**config.mk**
```make
export PLATFORM = sky130hd
export DESIGN_NAME = dhfk_cordic_cell
export DESIGN_NICKNAME = d
export VERILOG_FILES = /design/src/rtl/core/dhfk_pkg.sv /design/src/rtl/core/dhfk_cordic_cell.sv
export SDC_FILE = /design/constraint.sdc
export NUM_CORES = 1
export LEC_CHECK = 0
export BUFFER_PORTS_ARGS = -buffer_cell sky130_fd_sc_hd__buf_4
export CORE_ASPECT_RATIO = 0.75
export CORE_MARGIN = 1
export CORE_UTILIZATION = 56
export DETAILED_ROUTE_END_ITERATION = 6
export PLACE_DENSITY = 0.8
export SLEW_MARGIN = 10
export SYNTH_ARGS = -nofsm -noshare
export SYNTH_HDL_FRONTEND = slang
export SYNTH_SLANG_ARGS = --single-unit
```
**constraint.sdc**
```tcl
create_clock -name clk -period 3.9 [get_ports clk]
set_clock_uncertainty 0.2 [all_clocks]
set_input_delay 0.39 -clock clk [delete_from_list [all_inputs] [get_ports clk]]
set_output_delay 0.39 -clock clk [all_outputs]
set_load 0.01 [all_outputs]
```
**src/rtl/core/dhfk_pkg.sv**
```systemverilog
// ----------------------------------------------------------------------------
// dhfk_pkg
// Shared widths, link constants and small tables for the arm kinematics unit.
// ----------------------------------------------------------------------------
`default_nettype none

package dhfk_pkg;

  localparam int AngW      = 16;
  localparam int ThW       = 22;
  localparam int CsW       = 20;
  localparam int PosW      = 24;
  localparam int ProdW     = 48;
  localparam int OutW      = 20;
  localparam int Lanes     = 3;
  localparam int Steps     = 16;
  localparam int XformLat  = 7;
  localparam int Latency   = 1 + Steps + XformLat;

  localparam logic signed [ThW-1:0] PiQ      = 22'sd205887;
  localparam logic signed [ThW-1:0] TwoPiQ   = 22'sd411775;
  localparam logic signed [ThW-1:0] HalfPiQ  = 22'sd102944;
  localparam logic signed [CsW-1:0] GainQ    = 20'sd39797;

  localparam logic signed [PosW-1:0] LinkA1  = 24'sd18566;
  localparam logic signed [PosW-1:0] LinkA2  = 24'sd10971;
  localparam logic signed [PosW-1:0] BaseTx  = -24'sd6184;
  localparam logic signed [PosW-1:0] BaseTy  = 24'sd40;
  localparam logic signed [PosW-1:0] BaseTz  = -24'sd4138;
  localparam logic signed [OutW-1:0] OutMax  = 20'sd524287;
  localparam logic signed [OutW-1:0] OutMin  = -20'sd524288;

  function automatic logic signed [CsW-1:0] atan_q(input int idx);
    logic signed [CsW-1:0] v;
    case (idx)
      0: v = 20'sd51472;
      1: v = 20'sd30386;
      2: v = 20'sd16055;
      3: v = 20'sd8150;
      4: v = 20'sd4091;
      5: v = 20'sd2047;
      6: v = 20'sd1024;
      7: v = 20'sd512;
      8: v = 20'sd256;
      9: v = 20'sd128;
      10: v = 20'sd64;
      11: v = 20'sd32;
      12: v = 20'sd16;
      13: v = 20'sd8;
      14: v = 20'sd4;
      15: v = 20'sd2;
      default: v = '0;
    endcase
    return v;
  endfunction

  function automatic logic signed [ThW-1:0] theta_off(input logic side, input int lane);
    logic signed [ThW-1:0] v;
    case (lane)
      0: v = side ? -22'sd102944 : 22'sd102944;
      1: v = side ? 22'sd0 : 22'sd205888;
      default: v = '0;
    endcase
    return v;
  endfunction

  function automatic logic signed [PosW-1:0] rnd_q16(input logic signed [ProdW-1:0] v);
    logic signed [ProdW-1:0] t;
    t = (v + 48'sd32768) >>> 16;
    return t[PosW-1:0];
  endfunction

  function automatic logic signed [OutW-1:0] sat_out(input logic signed [PosW-1:0] v);
    logic signed [OutW-1:0] r;
    if (v > PosW'(OutMax)) begin
      r = OutMax;
    end else if (v < PosW'(OutMin)) begin
      r = OutMin;
    end else begin
      r = v[OutW-1:0];
    end
    return r;
  endfunction

endpackage

`default_nettype wire

```
**src/rtl/core/dhfk_cordic_cell.sv**
```systemverilog
// ----------------------------------------------------------------------------
// dhfk_cordic_cell
// One rotation step of the sine and cosine chain for one joint.
// ----------------------------------------------------------------------------
`default_nettype none

module dhfk_cordic_cell #(
  parameter int STEP = 0
) (
  input  wire logic                              clk,
  input  wire logic                              en,
  input  wire logic signed [dhfk_pkg::CsW-1:0]   x_in,
  input  wire logic signed [dhfk_pkg::CsW-1:0]   y_in,
  input  wire logic signed [dhfk_pkg::CsW-1:0]   z_in,
  input  wire logic                              neg_in,
  output logic signed [dhfk_pkg::CsW-1:0]        x_r,
  output logic signed [dhfk_pkg::CsW-1:0]        y_r,
  output logic signed [dhfk_pkg::CsW-1:0]        z_r,
  output logic                                   neg_r
);

  logic signed [dhfk_pkg::CsW-1:0] dx, dy, x_nxt, y_nxt, z_nxt;

  always_comb begin
    dx = y_in >>> STEP;
    dy = x_in >>> STEP;
    if (!z_in[dhfk_pkg::CsW-1]) begin
      x_nxt = x_in - dx;
      y_nxt = y_in + dy;
      z_nxt = z_in - dhfk_pkg::atan_q(STEP);
    end else begin
      x_nxt = x_in + dx;
      y_nxt = y_in - dy;
      z_nxt = z_in + dhfk_pkg::atan_q(STEP);
    end
  end

  always_ff @(posedge clk) begin
    if (en) begin
      x_r   <= x_nxt;
      y_r   <= y_nxt;
      z_r   <= z_nxt;
      neg_r <= neg_in;
    end
  end

endmodule

`default_nettype wire

```
After elaboration in Yosys (flattened, before gate mapping):

Cells that the tools add are included.

* multiplexer cells: 3
* add/sub/neg operators: 5

Operators with widths (number)
* 2-to-1 mux 20 bit: 3
* subtractor 20 bit: 2
* adder 20 x 17 -> 20 bit, second input constant: 1
* adder 20 bit: 1
* subtractor 20 x 17 -> 20 bit, second input constant: 1

* output and inout bits: 61
* word-level logic and storage cells: 12
* bits of input ports: 63
* flip-flop bits (word level): 61

Longest topological paths before layout:

* depth in word-level cells: 2
* gate-level depth with buffers: 10
* gate-level depth less buffers: 10

Worst setup path after synthesis:

Ideal clock, no wire load.

* kind: input -> register
* from: input port z_in[19] (netlist bit)
* to: register z_r[16] (netlist bit) (data pin)
* required time: 3.442 ns
* stages: 10
* library setup time: 0.258 ns
* path slack: 0.901 ns
* path buffers: 1
* arrival: 2.541 ns
* cell sequence: clkinv_1 clkbuf_1 ha_1 a21o_1 a21oi_1 o21ai_0 a41oi_1 o21bai_1 a21oi_1 xnor2_1

* word-level cells in the longest chain between the ends: 1

Ends and longest elaborated chain
* start, declared: RTL line dhfk_cordic_cell.sv:14 `input wire logic signed [dhfk_pkg::CsW-1:0] z_in,`
* 2-to-1 mux 20 bit: RTL line dhfk_cordic_cell.sv:27 `if (!z_in[dhfk_pkg::CsW-1]) begin`
* net z_nxt, one bit: RTL line dhfk_cordic_cell.sv:22 `logic signed [dhfk_pkg::CsW-1:0] dx, dy, x_nxt, y_nxt, z_nxt;`
* end signal, assigned: RTL line dhfk_cordic_cell.sv:42 `z_r <= z_nxt;`
* end, declared: RTL line dhfk_cordic_cell.sv:18 `output logic signed [dhfk_pkg::CsW-1:0] z_r,`

The timed path passes the listed nets, and every way through them passes these cells.
A chain may end at the register's enable or synchronous reset.

Worst setup path in the final report:

* from: input port x_in[4] (netlist bit)
* to: register x_r[19] (netlist bit) (data pin)

* word-level cells in the longest chain between the ends: 2
* elaborated cells on any way between the ends: 3
* classes of those cells: 2 x add/sub; 1 x mux

Ends and longest elaborated chain
* start, declared: RTL line dhfk_cordic_cell.sv:12 `input wire logic signed [dhfk_pkg::CsW-1:0] x_in,`
* subtractor 20 bit or adder 20 bit (tied branches): RTL line dhfk_cordic_cell.sv:28, dhfk_cordic_cell.sv:32
* 2-to-1 mux 20 bit *: RTL line dhfk_cordic_cell.sv:27
* net x_nxt, one bit: RTL line dhfk_cordic_cell.sv:22
* end signal, assigned: RTL line dhfk_cordic_cell.sv:40 `x_r <= x_nxt;`
* end, declared: RTL line dhfk_cordic_cell.sv:16 `output logic signed [dhfk_pkg::CsW-1:0] x_r,`

Mark *: on every way through the listed nets, which the timed path passes. The rest lies on a longest branch.

==> flow_summary.ini <==
[status]
outcome = complete, no violations

[place]
pre_cts_ws_ps = 597
gp_congestion = 0.946
port_buffers = 123
place_inst = 840
hpwl_um = 12600

[global_routing]
grt_antenna_before_repair = 0
met2_usage = 0.436
gr-usage-met1 = 0.472
grt_first_pass_wirelength_um = 24400
grt_overflow = 0
top_usage_layer = met1
grt_usage = 0.305
grt_pass1_vias = 4608
grt_start_max_net_pins = 61
gr-usage-met3 = 0.0483

[logic_synthesis]
async_flop_share = 0
synth-compound-area-share = 0.223
ys.flop_type = edfxtp_1
synth.most_common_cell = ha_1
syn-instance-count = 605
synth_edf_count = 60
avgSynthCellArea_um2 = 9.25
syn-cell-area_um2 = 5600
synthTopCellsByArea = edfxtp_1 (32%), ha_1 (17%), xnor2_1 (6.7%)
synth_xor_area_frac = 0.0783
yosys_warnings = 0
ys_seq_elements = 60
synth.distinct_cells = 65
synth_top_family_by_area = compound AO/OA/AOI/OAI gates
synthMuxAreaShare = 0.0143
yosysTopAreaCellShare = 0.322
syn_nets = 750
ys_seq_area_frac = 0.322
synth_top_cell_by_area = edfxtp_1
synthTopCellsByCount = ha_1 (78), a21oi_1 (64), inv_1 (62)
synthAdderAreaFrac = 0.189
synth-simple-area-share = 0.110

[sta]
hold_violations = 0
period_needed_ps = 2980
finalCritPeriodShare = 0.765
slew_violations = 0
layout_setup_ws_ps = 916
worst_pin_slew_ps = 733
fmax_mhz = 335
rsz0062_at_grt = no
slew-limit-headroom = 0.512
whs_ps = 42.7
finalSetupViolCount = 0
fin_tns_setup_ps = 0

[clock_tree]
post_cts_resized = 0
ctsHoldBuffers = 0
cts_buffers = 9
clockRootBuffer = clkbuf_16
htree_levels = 3
clkSinkCount = 60
cts_tree = built
cts.clk_slew.worst_paths_ps = 60
post_cts_buffers = 0
cts_max_path_buffers = 2

[finish]
syn_to_final_growth_pct = 22.8
diodes = 0
final_cells = 856
layout-drive-gt1-share = 0.209
nNetsFinal = 864
fill_cells = 785

[detailed_routing]
drt_iter0_drc = 544
wl_per_cell_um = 18.4
post-route-drc-count = 0
antenna_left = 0
drt_first_pass_iters = 5
num_vias = 5067
vias_per_cell = 5.92
totalWireLength_um = 15800

[job]
drv_cap = 0

[floorplanning]
die_w_um = 117
dieArea_um2 = 10400
io_pins = 124
fp.dieH_um = 88.6
fp-row-count = 31
core_area_um2 = 9700
start_util = 0.577

[worst_setup_path]
cp_slowest_cell = ha_1
critPathKind = in -> reg
required_ps = 3760
worst_setup_path_end_kind = flop
worstPathMaxFanout = 11
startpoint_type = input port
critical-path-max-stage-delay_ps = 490
critical_path_arrival_ps = 2840
path_cells = buf_4 -> inv_1 -> ha_1 -> and2b_1 -> nor3_1 -> a21oi_2 -> a31oi_2 -> o41ai_2 -> a311oi_1 -> xnor2_1

[hold_path]
hp-class = in -> reg

[power]
p_total_w = 0.00253
p_leak_nw = 3.08
power_density_nw_per_um2 = 369
ir_drop_mv = 0.202
[path summary, 6_finish.rpt]
path	cells past startpoint	start	slack, ps	endpoint
min	1	z_in[1]	40	z_r[1]
max	10	x_in[4]	920	x_r[19]
[per-stage QoR]
stage / cell area (µm²) / utilization
after floorplan: 5600 / -
after global placement: 6600 / 0.680
after detailed placement: 6600 / 0.680
after CTS: 6870 / 0.709
after global routing: 6870 / 0.709
final: 6870 / 0.709
[cells in the final DEF (no fill, tap or decap), types with 8 or more instances in the layout]
cell and n:
inv_1 62, o21ai_0 41, edfxtp_1 60, clkbuf_16 9
nor2b_1 10, mux2i_1 8, nor2_1 40, nand2_1 30
a21o_1 14, a21oi_1 64, buf_4 127, ha_1 78
a31oi_1 10, xnor2_1 43
[flip-flops by register name, indices dropped and copies added, names as in the netlist]
| signal | count |
|---|---|
| z_r | 20 |
| x_r | 19 |
| neg_r | 1 |
| y_r | 20 |
[routing by layer]
| metal | wire, µm | vias up |
|---|---|---|
| met2 | 6370 | 291 |
| met5 | 0 | - |
| li1 | - | 2400 |
| met3 | 1640 | 10 |
| met1 | 7660 | 2366 |
| met4 | 89 | 0 |
[cells by family after synthesis]
| group | count (synthesis) |
|---|---|
| buf+inv | 87 |
| mux | 8 |
| compound gates | 195 |
| flops | 60 |
| xor+xnor | 50 |
| simple gates | 123 |
| fa+ha+maj | 82 |
[worst max-delay path: cells and delay by family]
family | cells | cell delay (ps)
fa+ha+maj | 1 | 490
buf+inv | 2 | 130
simple gates | 2 | 640
compound gates | 4 | 1070
xor+xnor | 1 | 130
[layout make-up]
cell class	instances	area (µm²)	area share
Tap cell	132	165	0.0240
Sequential cell	60	1800	0.262
Inverter	63	236	0.0344
Clock inverter	7	52.6	0.00765
Multi-Input combinational cell	458	3440	0.500
Clock buffer	9	225	0.0328
Timing Repair Buffer	127	953	0.139
[where the power goes]
part | internal (W) | leakage [nW] | switching [W]
clock | 0.000431 | 0.124 | 0.000291
sequential | 0.000851 | 0.587 | 0.0000367
combinational | 0.000402 | 2.37 | 0.000522
Power figures use the tool's default switching activity.
