==> src/rtl/core/dhfk_pkg.sv <==
// ----------------------------------------------------------------------------
// dhfk_pkg
// Shared widths, link constants and small tables for the arm kinematics unit.
// ----------------------------------------------------------------------------
`default_nettype none

package dhfk_pkg;

  localparam int AngW      = 16;
  localparam int ThW       = 22;
  localparam int CsW       = 20;
  localparam int PosW      = 24;
  localparam int ProdW     = 48;
  localparam int OutW      = 20;
  localparam int Lanes     = 3;
  localparam int Steps     = 16;
  localparam int XformLat  = 7;
  localparam int Latency   = 1 + Steps + XformLat;

  localparam logic signed [ThW-1:0] PiQ      = 22'sd205887;
  localparam logic signed [ThW-1:0] TwoPiQ   = 22'sd411775;
  localparam logic signed [ThW-1:0] HalfPiQ  = 22'sd102944;
  localparam logic signed [CsW-1:0] GainQ    = 20'sd39797;

  localparam logic signed [PosW-1:0] LinkA1  = 24'sd18566;
  localparam logic signed [PosW-1:0] LinkA2  = 24'sd10971;
  localparam logic signed [PosW-1:0] BaseTx  = -24'sd6184;
  localparam logic signed [PosW-1:0] BaseTy  = 24'sd40;
  localparam logic signed [PosW-1:0] BaseTz  = -24'sd4138;
  localparam logic signed [OutW-1:0] OutMax  = 20'sd524287;
  localparam logic signed [OutW-1:0] OutMin  = -20'sd524288;

  function automatic logic signed [CsW-1:0] atan_q(input int idx);
    logic signed [CsW-1:0] v;
    case (idx)
      0: v = 20'sd51472;
      1: v = 20'sd30386;
      2: v = 20'sd16055;
      3: v = 20'sd8150;
      4: v = 20'sd4091;
      5: v = 20'sd2047;
      6: v = 20'sd1024;
      7: v = 20'sd512;
      8: v = 20'sd256;
      9: v = 20'sd128;
      10: v = 20'sd64;
      11: v = 20'sd32;
      12: v = 20'sd16;
      13: v = 20'sd8;
      14: v = 20'sd4;
      15: v = 20'sd2;
      default: v = '0;
    endcase
    return v;
  endfunction

  function automatic logic signed [ThW-1:0] theta_off(input logic side, input int lane);
    logic signed [ThW-1:0] v;
    case (lane)
      0: v = side ? -22'sd102944 : 22'sd102944;
      1: v = side ? 22'sd0 : 22'sd205888;
      default: v = '0;
    endcase
    return v;
  endfunction

  function automatic logic signed [PosW-1:0] rnd_q16(input logic signed [ProdW-1:0] v);
    logic signed [ProdW-1:0] t;
    t = (v + 48'sd32768) >>> 16;
    return t[PosW-1:0];
  endfunction

  function automatic logic signed [OutW-1:0] sat_out(input logic signed [PosW-1:0] v);
    logic signed [OutW-1:0] r;
    if (v > PosW'(OutMax)) begin
      r = OutMax;
    end else if (v < PosW'(OutMin)) begin
      r = OutMin;
    end else begin
      r = v[OutW-1:0];
    end
    return r;
  endfunction

endpackage

`default_nettype wire

==> src/rtl/core/dhfk_prep.sv <==
// ----------------------------------------------------------------------------
// dhfk_prep
// Adds the joint offset and folds one angle into the rotator's range.
// ----------------------------------------------------------------------------
`default_nettype none

module dhfk_prep #(
  parameter int LANE = 0
) (
  input  wire logic                                clk,
  input  wire logic                                en,
  input  wire logic                                side,
  input  wire logic signed [dhfk_pkg::AngW-1:0]    angle,
  output logic signed [dhfk_pkg::CsW-1:0]          z_r,
  output logic                                     neg_r
);

  logic signed [dhfk_pkg::ThW-1:0] t0, t1, t2;
  logic signed [dhfk_pkg::CsW-1:0] z_nxt;
  logic                            neg_nxt;

  always_comb begin
    t0 = (dhfk_pkg::ThW'(angle) <<< 4) + dhfk_pkg::theta_off(side, LANE);
    t1 = t0;
    if (t1 > dhfk_pkg::PiQ) begin
      t1 = t1 - dhfk_pkg::TwoPiQ;
    end
    if (t1 > dhfk_pkg::PiQ) begin
      t1 = t1 - dhfk_pkg::TwoPiQ;
    end
    if (t1 < -dhfk_pkg::PiQ) begin
      t1 = t1 + dhfk_pkg::TwoPiQ;
    end
    if (t1 < -dhfk_pkg::PiQ) begin
      t1 = t1 + dhfk_pkg::TwoPiQ;
    end
    t2      = t1;
    neg_nxt = 1'b0;
    if (t1 > dhfk_pkg::HalfPiQ) begin
      t2      = t1 - dhfk_pkg::PiQ;
      neg_nxt = 1'b1;
    end else if (t1 < -dhfk_pkg::HalfPiQ) begin
      t2      = t1 + dhfk_pkg::PiQ;
      neg_nxt = 1'b1;
    end
    z_nxt = t2[dhfk_pkg::CsW-1:0];
  end

  always_ff @(posedge clk) begin
    if (en) begin
      z_r   <= z_nxt;
      neg_r <= neg_nxt;
    end
  end

endmodule

`default_nettype wire

==> config.mk <==
export PLATFORM = sky130hd
export DESIGN_NAME = dhfk_prep
export DESIGN_NICKNAME = d
export VERILOG_FILES = /design/src/rtl/core/dhfk_pkg.sv /design/src/rtl/core/dhfk_prep.sv
export SDC_FILE = /design/constraint.sdc
export NUM_CORES = 1
export LEC_CHECK = 0
export BUFFER_PORTS_ARGS = -buffer_cell sky130_fd_sc_hd__buf_4
export CAP_MARGIN = 10
export CELL_PAD_IN_SITES_DETAIL_PLACEMENT = 0
export CELL_PAD_IN_SITES_GLOBAL_PLACEMENT = 1
export CORE_ASPECT_RATIO = 1.1
export CORE_MARGIN = 4
export CORE_UTILIZATION = 35
export CTS_CLUSTER_DIAMETER = 40
export DETAILED_ROUTE_END_ITERATION = 6
export PLACE_DENSITY = 0.75
export SETUP_SLACK_MARGIN = 0.05
export SLEW_MARGIN = 25
export SYNTH_ARGS = -nofsm -noshare
export SYNTH_HDL_FRONTEND = slang
export SYNTH_SLANG_ARGS = --single-unit
==> constraint.sdc <==
create_clock -name clk -period 35.1 [get_ports clk]
set_clock_uncertainty 0.2 [all_clocks]
set_input_delay 7.02 -clock clk [delete_from_list [all_inputs] [get_ports clk]]
set_output_delay 7.02 -clock clk [all_outputs]
set_load 0.005 [all_outputs]
# After elaboration in Yosys (flattened, before gate mapping)
# Cells that the tools add are included.
# op_classes
magnitude_cmp,6
n_addsub,7
n_mux,8
# op_table
op,count
$mux 22,5
$add 22x20->22 const B,2
$gt 22x19->1 const B,2
$lt 22x19->1 const B,2
$sub 22x20->22 const B,2
$mux 20,2
$add 20x22->22,1
$gt 22x18->1 const B,1
$lt 22x18->1 const B,1
$add 20x19->20 const B,1
$sub 20x19->20 const B,1
$mux 1,1
# word_totals
elab_cells,23
output_inout_bits,21
reg_bits,21

# Logic depth before layout (Yosys ltp)
# Gate-level depths: netlist (run 1).
# logic_depth
ltp_word,13
ltp_mapped,46

# Worst setup path after synthesis (run 1)
# OpenSTA, ideal clock, no wires.
# synth_path
path_kind,input-to-reg
startpoint,input side
endpoint,"register z_r[4] (netlist name), data pin"
stages,38
t_arrival_ps,15481
setup_slack_ps,19157
setup_ps,262
t_required_ps,34638
path_cell_list,inv_1 -> ha_1 -> buf_4 -> a21oi_1 -> nand2b_4 -> a32oi_1 -> xor2_2 -> o31ai_2 -> a311o_2 -> a21oi_2 -> inv_2 -> clkbuf_1 -> xnor2_1 -> ha_1 -> nor3b_1 -> a32oi_1 -> o32ai_1 -> o211ai_1 -> [... 2 more ...] -> o211ai_2 -> nand2_1 -> clkinv_1 -> fa_1 -> inv_1 -> ha_1 -> nand2_1 -> a21oi_2 -> o311a_4 -> a21oi_2 -> buf_6 -> or4_4 -> and2_1 -> a211o_1 -> a211o_1 -> buf_6 -> o41a_1 -> xnor2_1
# synth_between
elab_chain_cells,13
word_cells_on_any_way,20
# synth_rtl
item,line_no,text
"start, declared",dhfk_prep.sv:12,"input wire logic side,"
$mux 22 *,dhfk_pkg.sv:60,0: v = side ? -22'sd102944 : 22'sd102944;
$add 20x22->22 *,dhfk_prep.sv:23,"t0 = (dhfk_pkg::ThW'(angle) <<< 4) + dhfk_pkg::theta_off(side, LANE);"
$sub 22x20->22 or $gt 22x19->1 (tied branches),"dhfk_prep.sv:26, dhfk_prep.sv:25",
$mux 22 *,dhfk_prep.sv:25,if (t1 > dhfk_pkg::PiQ) begin
$sub 22x20->22 or $gt 22x19->1 (tied branches),"dhfk_prep.sv:29, dhfk_prep.sv:28",
$mux 22 *,dhfk_prep.sv:28,if (t1 > dhfk_pkg::PiQ) begin
$add 22x20->22 or $lt 22x19->1 (tied branches),"dhfk_prep.sv:32, dhfk_prep.sv:31",
$mux 22 *,dhfk_prep.sv:31,if (t1 < -dhfk_pkg::PiQ) begin
$add 22x20->22 or $lt 22x19->1 (tied branches),"dhfk_prep.sv:35, dhfk_prep.sv:34",
$mux 22 *,dhfk_prep.sv:34,if (t1 < -dhfk_pkg::PiQ) begin
$lt 22x18->1 or $add 20x19->20 (tied branches),"dhfk_prep.sv:42, dhfk_prep.sv:43",
$mux 20,dhfk_prep.sv:42,end else if (t1 < -dhfk_pkg::HalfPiQ) begin
$mux 20 *,dhfk_prep.sv:39,if (t1 > dhfk_pkg::HalfPiQ) begin
"net t2, one bit",dhfk_prep.sv:18,"logic signed [dhfk_pkg::ThW-1:0] t0, t1, t2;"
"end signal, assigned",dhfk_prep.sv:51,z_r <= z_nxt;
"end, declared",dhfk_prep.sv:14,"output logic signed [dhfk_pkg::CsW-1:0] z_r,"
# The timed path passes the listed nets; every way through them passes the cells marked *.
# A chain may end at the register's enable or synchronous reset.

# Final worst setup path (run 1)
# Ends and elaborated chain as after synthesis.

==> results.sh, run 1 <==
export IMPL_cts_hold_buf=0
export IMPL_placed_cells=1135
export IMPL_die_area_mm2=0.02087
export IMPL_hold_viol_final=0
export IMPL_synth_top_area_share_pct=9.677
export IMPL_syn_avg_cell_area_um2=7.330
export IMPL_critPathKind="input port to register"
export IMPL_path_depth=41
export IMPL_worstPathRequired_ps=34900
export IMPL_fp_dieW_um=138.1
export IMPL_io_buffers=39
export IMPL_relSlewSlack_pct=50.14
export IMPL_cpPeakStageDelay_ps=670
export IMPL_numCtsBuffers=3
export IMPL_start_util_pct=35.52
export IMPL_crit_top_cell="ha_1"
export IMPL_drt_wl_total_um=20330
export IMPL_post_drt_wl_per_cell_um=17.84
export IMPL_grt_use_total_pct=18.77
export IMPL_hold_start="en"
export IMPL_grt_max_degree=22
export IMPL_area_growth_pct=7.489
export IMPL_synth_edf_count=21
export IMPL_postCtsResizedCells=0
export IMPL_critPathBufInv=7
export IMPL_tns_ps=0
export IMPL_worstHoldPathType="input port to register"
export IMPL_grt_pass1_wl_um=33730
export IMPL_tightest_slew_ps=747.9
export IMPL_cp_top_family="compound AO/OA/AOI/OAI gates"
export IMPL_top_layer_used="met4"
export IMPL_post_synth_top_area_cell="edfxtp_1"
export IMPL_max_freq_mhz=52.56
export IMPL_drive_gt1_share_pct=13.17
export IMPL_antenna_found_initial=0
export IMPL_crit_arrival_ps=18830
export IMPL_grt_pass1_vias=6752
export IMPL_gr_total_overflow=0
export IMPL_fin_cells=1139
export IMPL_ys_types=106
export IMPL_mostFrequentLayoutCells="79 x nor2_1, 69 x nand2_1, 63 x xnor2_1, 53 x a21oi_1, 47 x o21ai_0"
export IMPL_cp_max_fo=20
export IMPL_hold_path_depth=1
export IMPL_num_antenna_cells=0
export IMPL_dr_pass1_iters=5
export IMPL_wl_met3_um=769
export IMPL_status="complete, no violations"
export IMPL_root_buffer="clkbuf_16"
export IMPL_grt_setup_unrepaired="false"
export IMPL_layout_commonest_cell="nor2_1"
export IMPL_die_h_um=151.1
export IMPL_core_area_mm2=0.01835
export IMPL_cts_path_max_buffers=2
export IMPL_synth_area_top_cells="edfxtp_1 9.7%, xnor2_1 8.5%, nor2_1 4.6%, ha_1 4.4%, a21oi_1 4.1%"
export IMPL_num_rows=52
export IMPL_min_period_over_period_pct=54.21
export IMPL_final_max_slew_viol_count=0
export IMPL_cp_start_kind="input port"
export IMPL_fin_nets=941
export IMPL_place_gp_congestion=0.9443
export IMPL_vias_per_cell=6.197
export IMPL_cp_end_kind="register"
export IMPL_synth_area_mm2=0.006516
export IMPL_synthCells=889
export IMPL_dpl_hpwl_um=16730
export IMPL_cp_slowest_cell="fa_1"
export IMPL_num_vias=7058
export IMPL_dr_wl_met2_um=10190
export IMPL_clk_pin_slew_ps=50
export IMPL_async_reset_ff_share_pct=0
export IMPL_drc=0
export IMPL_syn_num_nets=933
export IMPL_setup_violations=0
export IMPL_ios=40
export IMPL_ys_flop_type="edfxtp_1"
export IMPL_post_cts_buffers=0
export IMPL_ant_nets=0
export IMPL_holdPathEnd="z_r[2]$_DFFE_PP_"
export IMPL_cts_tree="done"
export IMPL_synth_warnings=0
export IMPL_maxCapViolCount=0
export IMPL_fin_crit_ps=19030
export IMPL_cts_htree_levels=1
export IMPL_ys_ff_latch=21
export IMPL_wirelength_met1_um=8687
export IMPL_yosysSeqAreaShare_pct=9.677
export IMPL_dr_first_iter_drc_count=678
export IMPL_clkSinkCount=21
## synthesized netlist by cell type (11+ instances only)
library cell and instances:
nor2_1 79, nand2_1 69, xnor2_1 63, a21oi_1 53
o21ai_0 47, nand3_1 31, a31oi_1 28, nor3_1 27
ha_1 23, o211ai_1 23, edfxtp_1 21, inv_1 21
and2_1 18, a211oi_1 16, clkbuf_1 16, xor2_1 15
o31ai_1 14, nand4_1 13, nor2b_1 13, and3_1 12
buf_2 12, or3_1 12, a31o_2 11, or2_2 11
## final cells by class
| cell class | count | area [um2] |
|---|---|---|
| Fill cell | 2009 | 11340 |
| Multi-Input combinational cell | 802 | 5563 |
| Sequential cell | 21 | 630.6 |
| Timing Repair Buffer | 45 | 337.8 |
| Tap cell | 243 | 304.0 |
| Inverter | 24 | 90.09 |
| Clock buffer | 4 | 78.83 |
## stage by stage
| step | worst slack, ps | utilization (%) | hold slack, ps | instance area (um2) |
|---|---|---|---|---|
| 3_3_place_gp | 16110 | 37.75 | 7217 | 6925 |
| 4_1_cts | 16180 | 38.18 | 6969 | 7004 |
| 6_report | 16070 | 38.18 | 6966 | 7004 |
| 5_1_grt | 15070 | 38.18 | 6976 | 7004 |
| 2_1_floorplan | 19160 | - | 6933 | 6516 |
| 3_5_place_dp | 15920 | 37.75 | 7218 | 6925 |
## per-layer routing
layer  global-route usage, %  up-vias
met3                   1.010       57
met2                   35.77      237
met5                       0        -
met1                   22.34     3280
li1                        -     3484
met4                   6.818        0
## worst max-delay path by stage
| stage | from | to |
|---|---|---|
| after floorplan | side | z_r[4]$_DFFE_PP_ |
| after global placement | side | z_r[4]$_DFFE_PP_ |
| after detailed placement | side | z_r[18]$_DFFE_PP_ |
| after CTS | side | z_r[18]$_DFFE_PP_ |
| after global routing | side | z_r[16]$_DFFE_PP_ |
| final | side | z_r[4]$_DFFE_PP_ |
## sequential cells by signal, indices dropped and copies added (netlist names)
name	cells
z_r	20
neg_r	1
## cells by family (layout without fill, tap and decap cells)
logic type | Yosys count | in the layout | share of synthesized area (%)
compound gates | 349 | 349 | 40.30
xor+xnor | 82 | 82 | 11.48
flops | 21 | 21 | 9.677
buf+inv | 66 | 73 | 4.954
simple gates | 329 | 329 | 25.67
fa+ha+maj | 25 | 25 | 5.031
mux | 17 | 17 | 2.880
Power of run 1 is not shown: default switching activity piles up to over one toggle a cycle in this logic, so the estimate is an artifact.
==> run 2, diff against run 1 <==
- PLACE_DENSITY: 0.75 -> 0.77
- clock period: 35.1 -> 15.6 ns (I/O delays scaled with it)
==> results.sh, run 2 (synthesis results as in run 1) <==
export IMPL_tns_ps=0
export IMPL_hold_slack_ps=3063
export IMPL_grt_pass1_vias=6721
export IMPL_cp_top_family="compound AO/OA/AOI/OAI gates"
export IMPL_nFillCells=1990
export IMPL_ant_nets=0
export IMPL_core_area_mm2=0.01835
export IMPL_post_cts_buffers=0
export IMPL_grt_use_total_pct=18.84
export IMPL_status="complete, no violations"
export IMPL_clk_pin_slew_ps=50
export IMPL_grt_max_degree=22
export IMPL_die_h_um=151.1
export IMPL_reg_largest_list="z_r x20, neg_r x1"
export IMPL_grt_pass1_wl_um=33930
export IMPL_die_area_mm2=0.02087
export IMPL_worstHoldPathType="input port to register"
export IMPL_min_period_over_period_pct=90.71
export IMPL_postCtsResizedCells=0
export IMPL_grt_setup_unrepaired="false"
export IMPL_maxCapViolCount=0
export IMPL_antenna_found_initial=0
export IMPL_final_core_util_pct=38.22
export IMPL_cts_tree="done"
export IMPL_num_vias=7121
export IMPL_gr_total_overflow=0
export IMPL_cts_htree_levels=1
export IMPL_drc=0
export IMPL_top_register="z_r"
export IMPL_vias_per_cell=6.246
export IMPL_drive_gt1_share_pct=13.27
export IMPL_area_growth_pct=7.604
export IMPL_critPathKind="input port to register"
export IMPL_place_gp_congestion=0.8978
export IMPL_crit_arrival_ps=13950
export IMPL_dr_pass1_iters=6
export IMPL_start_util_pct=35.52
export IMPL_hold_viol_final=0
export IMPL_worstPathRequired_ps=15400
export IMPL_cp_end_kind="register"
export IMPL_layout_commonest_cell="nor2_1"
export IMPL_cp_slowest_cell="xnor2_1"
export IMPL_tightest_slew_ps=924.3
export IMPL_cp_start_kind="input port"
export IMPL_num_rows=52
export IMPL_fin_nets=942
export IMPL_mostFrequentLayoutCells="79 x nor2_1, 69 x nand2_1, 63 x xnor2_1, 53 x a21oi_1, 47 x o21ai_0"
export IMPL_final_area_mm2=0.007012
export IMPL_regArea_um2=630.6
export IMPL_dpl_hpwl_um=16500
export IMPL_cpPeakStageDelay_ps=670
export IMPL_num_antenna_cells=0
export IMPL_numCtsBuffers=3
export IMPL_critPathBufInv=8
export IMPL_clkSinkCount=21
export IMPL_max_freq_mhz=70.67
export IMPL_cts_path_max_buffers=2
export IMPL_largest_register_ffs=20
export IMPL_fp_dieW_um=138.1
export IMPL_cp_max_fo=17
export IMPL_placed_area_mm2=0.006933
export IMPL_relSlewSlack_pct=38.38
export IMPL_final_max_slew_viol_count=0
export IMPL_fin_crit_ps=14150
export IMPL_cts_hold_buf=0
export IMPL_ios=40
export IMPL_setup_violations=0
export IMPL_io_buffers=39
export IMPL_multiInputGateArea_mm2=0.005563
export IMPL_drt_wl_total_um=20220
export IMPL_dr_first_iter_drc_count=501
export IMPL_root_buffer="clkbuf_16"
export IMPL_post_drt_wl_per_cell_um=17.74
-- run 2: layout make-up --
type / count / area share [%]
Tap cell: 243 / 4.336
Inverter: 24 / 1.285
Sequential cell: 21 / 8.994
Timing Repair Buffer: 46 / 4.925
Clock buffer: 4 / 1.124
Multi-Input combinational cell: 802 / 79.34
-- run 2: stage by stage --
step | setup slack [ps] | cells
6_report | 1449 | 1140
5_1_grt | 465.9 | 1140
4_1_cts | 1544 | 1140
3_5_place_dp | 1283 | 1136
3_3_place_gp | 1407 | 1136
2_1_floorplan | 3557 | 889
-- run 2: metal layers --
| layer | wire (um) | track usage [%] | vias up | part of all wire, % |
|---|---|---|---|---|
| li1 | - | - | 3499 | - |
| met3 | 772 | 1.263 | 46 | 3.8 |
| met4 | 560 | 6.028 | 0 | 2.8 |
| met2 | 10370 | 35.99 | 227 | 51 |
| met5 | 0 | 0 | - | 0 |
| met1 | 8519 | 22.53 | 3349 | 42 |
-- run 2: worst paths after layout --
check,from,endpoint,depth (start not counted)
worst max-delay path,side,z_r[16]$_DFFE_PP_,41
worst min-delay path,en,z_r[5]$_DFFE_PP_,1
Power of run 2 is left out for the same reason.
==> run 3, diff against run 2 <==
- ABC_AREA: unset -> 1
- PLACE_DENSITY: 0.77 -> 0.83
==> results.sh, run 3 <==
export IMPL_worstPathRequired_ps=15420
export IMPL_ys_types=39
export IMPL_root_buffer="clkbuf_16"
export IMPL_synth_top_area_share_pct=33.16
export IMPL_cp_max_fo=29
export IMPL_post_drt_wl_per_cell_um=12.89
export IMPL_dr_first_iter_drc_count=453
export IMPL_cts_hold_buf=0
export IMPL_core_area_mm2=0.01986
export IMPL_crit_arrival_ps=11920
export IMPL_tns_ps=0
export IMPL_maxCapViolCount=0
export IMPL_grt_use_total_pct=18.65
export IMPL_min_period_over_period_pct=77.59
export IMPL_synthCells=1386
export IMPL_hold_viol_final=0
export IMPL_io_buffers=39
export IMPL_nFillCells=2278
export IMPL_critPathKind="input port to register"
export IMPL_cp_end_kind="register"
export IMPL_status="complete, no violations"
export IMPL_synth_edf_count=21
export IMPL_placed_area_mm2=0.007465
export IMPL_die_h_um=157.1
export IMPL_grt_max_degree=30
export IMPL_num_antenna_cells=0
export IMPL_antenna_found_initial=0
export IMPL_fin_crit_ps=12100
export IMPL_vias_per_cell=4.999
export IMPL_drc=0
export IMPL_cts_htree_levels=1
export IMPL_finalWorstSetupSlack_ps=3496
export IMPL_reg_largest_list="z_r x20, neg_r x1"
export IMPL_worstHoldPathType="input port to register"
export IMPL_postCtsResizedCells=0
export IMPL_num_rows=54
export IMPL_cp_start_kind="input port"
export IMPL_max_freq_mhz=82.62
export IMPL_drt_wl_total_um=21340
export IMPL_cts_path_max_buffers=2
export IMPL_largest_register_ffs=20
export IMPL_final_max_slew_viol_count=0
export IMPL_post_cts_buffers=0
export IMPL_dr_pass1_iters=5
export IMPL_fin_nets=1448
export IMPL_syn_avg_cell_area_um2=5.105
export IMPL_hold_start="en"
export IMPL_holdPathEnd="z_r[1]$_DFFE_PP_"
export IMPL_dpl_hpwl_um=17910
export IMPL_post_synth_top_area_cell="nand2_1"
export IMPL_drive_gt1_share_pct=11.69
export IMPL_post_place_ws_ps=3235
export IMPL_grt_setup_unrepaired="false"
export IMPL_synth_area_mm2=0.007076
export IMPL_num_vias=8273
export IMPL_syn_num_nets=1430
export IMPL_cts_tree="done"
export IMPL_ios=40
export IMPL_synth_most_common_cell="nand2_1"
export IMPL_final_area_mm2=0.007547
export IMPL_die_area_mm2=0.02256
export IMPL_yosysSeqAreaShare_pct=8.912
export IMPL_hold_path_depth=1
export IMPL_clkSinkCount=21
export IMPL_area_growth_pct=6.667
export IMPL_synth_warnings=0
export IMPL_tightest_slew_ps=851.8
export IMPL_grt_pass1_wl_um=35650
export IMPL_top_register="z_r"
export IMPL_ant_nets=0
export IMPL_synth_area_top_cells="nand2_1 33%, nand3_1 12%, edfxtp_1 8.9%, nor2_1 8.0%, inv_1 6.4%"
export IMPL_grt_pass1_vias=7640
export IMPL_synth_commonest_cells="625 x nand2_1, 174 x nand3_1, 151 x nor2_1"
export IMPL_cp_slowest_cell="nand4_2"
export IMPL_clk_pin_slew_ps=60
export IMPL_fp_dieW_um=143.6
export IMPL_numCtsBuffers=3
export IMPL_gr_total_overflow=0
export IMPL_setup_violations=0
export IMPL_place_gp_congestion=0.9239
export IMPL_layout_commonest_cell="nand2_1"
export IMPL_async_reset_ff_share_pct=0
export IMPL_ys_ff_latch=21
export IMPL_ys_flop_type="edfxtp_1"
export IMPL_cpPeakStageDelay_ps=620
export IMPL_relSlewSlack_pct=43.08
export IMPL_crit_top_cell="nand2_1"
export IMPL_start_util_pct=35.62
export IMPL_mostFrequentLayoutCells="625 x nand2_1, 174 x nand3_1, 151 x nor2_1, 121 x inv_1, 40 x nand2_2"
run 3: worst max path at each step:
stage	start	to	slack [ps]	depth (start not counted)
after global routing	side	z_r[4]$_DFFE_PP_	2350	55
after floorplan	side	z_r[18]$_DFFE_PP_	5870	59
after CTS	side	z_r[1]$_DFFE_PP_	3490	54
after global placement	side	z_r[1]$_DFFE_PP_	3400	54
after detailed placement	side	z_r[1]$_DFFE_PP_	3240	51
final	side	z_r[1]$_DFFE_PP_	3500	51
run 3: cell families (layout without fill, tap and decap cells):
family          count (synthesis)  in the layout  share of synthesized area [%]
xor+xnor                       37             37                          4.580
simple gates                 1072           1072                          66.08
buf+inv                       178            195                          11.26
flops                          21             21                          8.912
fa+ha+maj                      25             25                          4.633
compound gates                 53             53                          4.527
run 3: worst max-delay path, delay by kind of cell:
family                     cells  cell delay, ps
and+or+nand+nor               29            4310
buffers and inverters         13            1750
adders and majority gates      4            1430
AOI/OAI and AO/OA              5            1310
run 3: per-layer routing:
metal / routed length [um] / global-route usage [%]
met4: 838 / 7.982
met1: 9346 / 22.64
met2: 10650 / 34.40
met5: 0 / 0
met3: 502 / 0.3950
run 3: area by class of cell:
cell class / count / area [um2] / share of cell area, %
flip-flops and latches: 21 / 630.6 / 8.355
inverters: 152 / 578.1 / 7.659
clock buffers: 3 / 75.07 / 0.9947
multi-input cells: 1187 / 5648 / 74.83
repair buffers: 39 / 292.8 / 3.879
clock inverters: 1 / 7.507 / 0.09947
well taps: 252 / 315.3 / 4.178
run 3: through the flow:
| step | cells | hold slack (ps) | utilization, % |
|---|---|---|---|
| floorplan | 1386 | 3033 | - |
| global placement | 1651 | 3319 | 37.58 |
| global route | 1655 | 3063 | 37.99 |
| finish | 1655 | 3058 | 37.99 |
| CTS | 1655 | 3063 | 37.99 |
| detailed placement | 1651 | 3317 | 37.58 |
Power of run 3 is left out for the same reason.
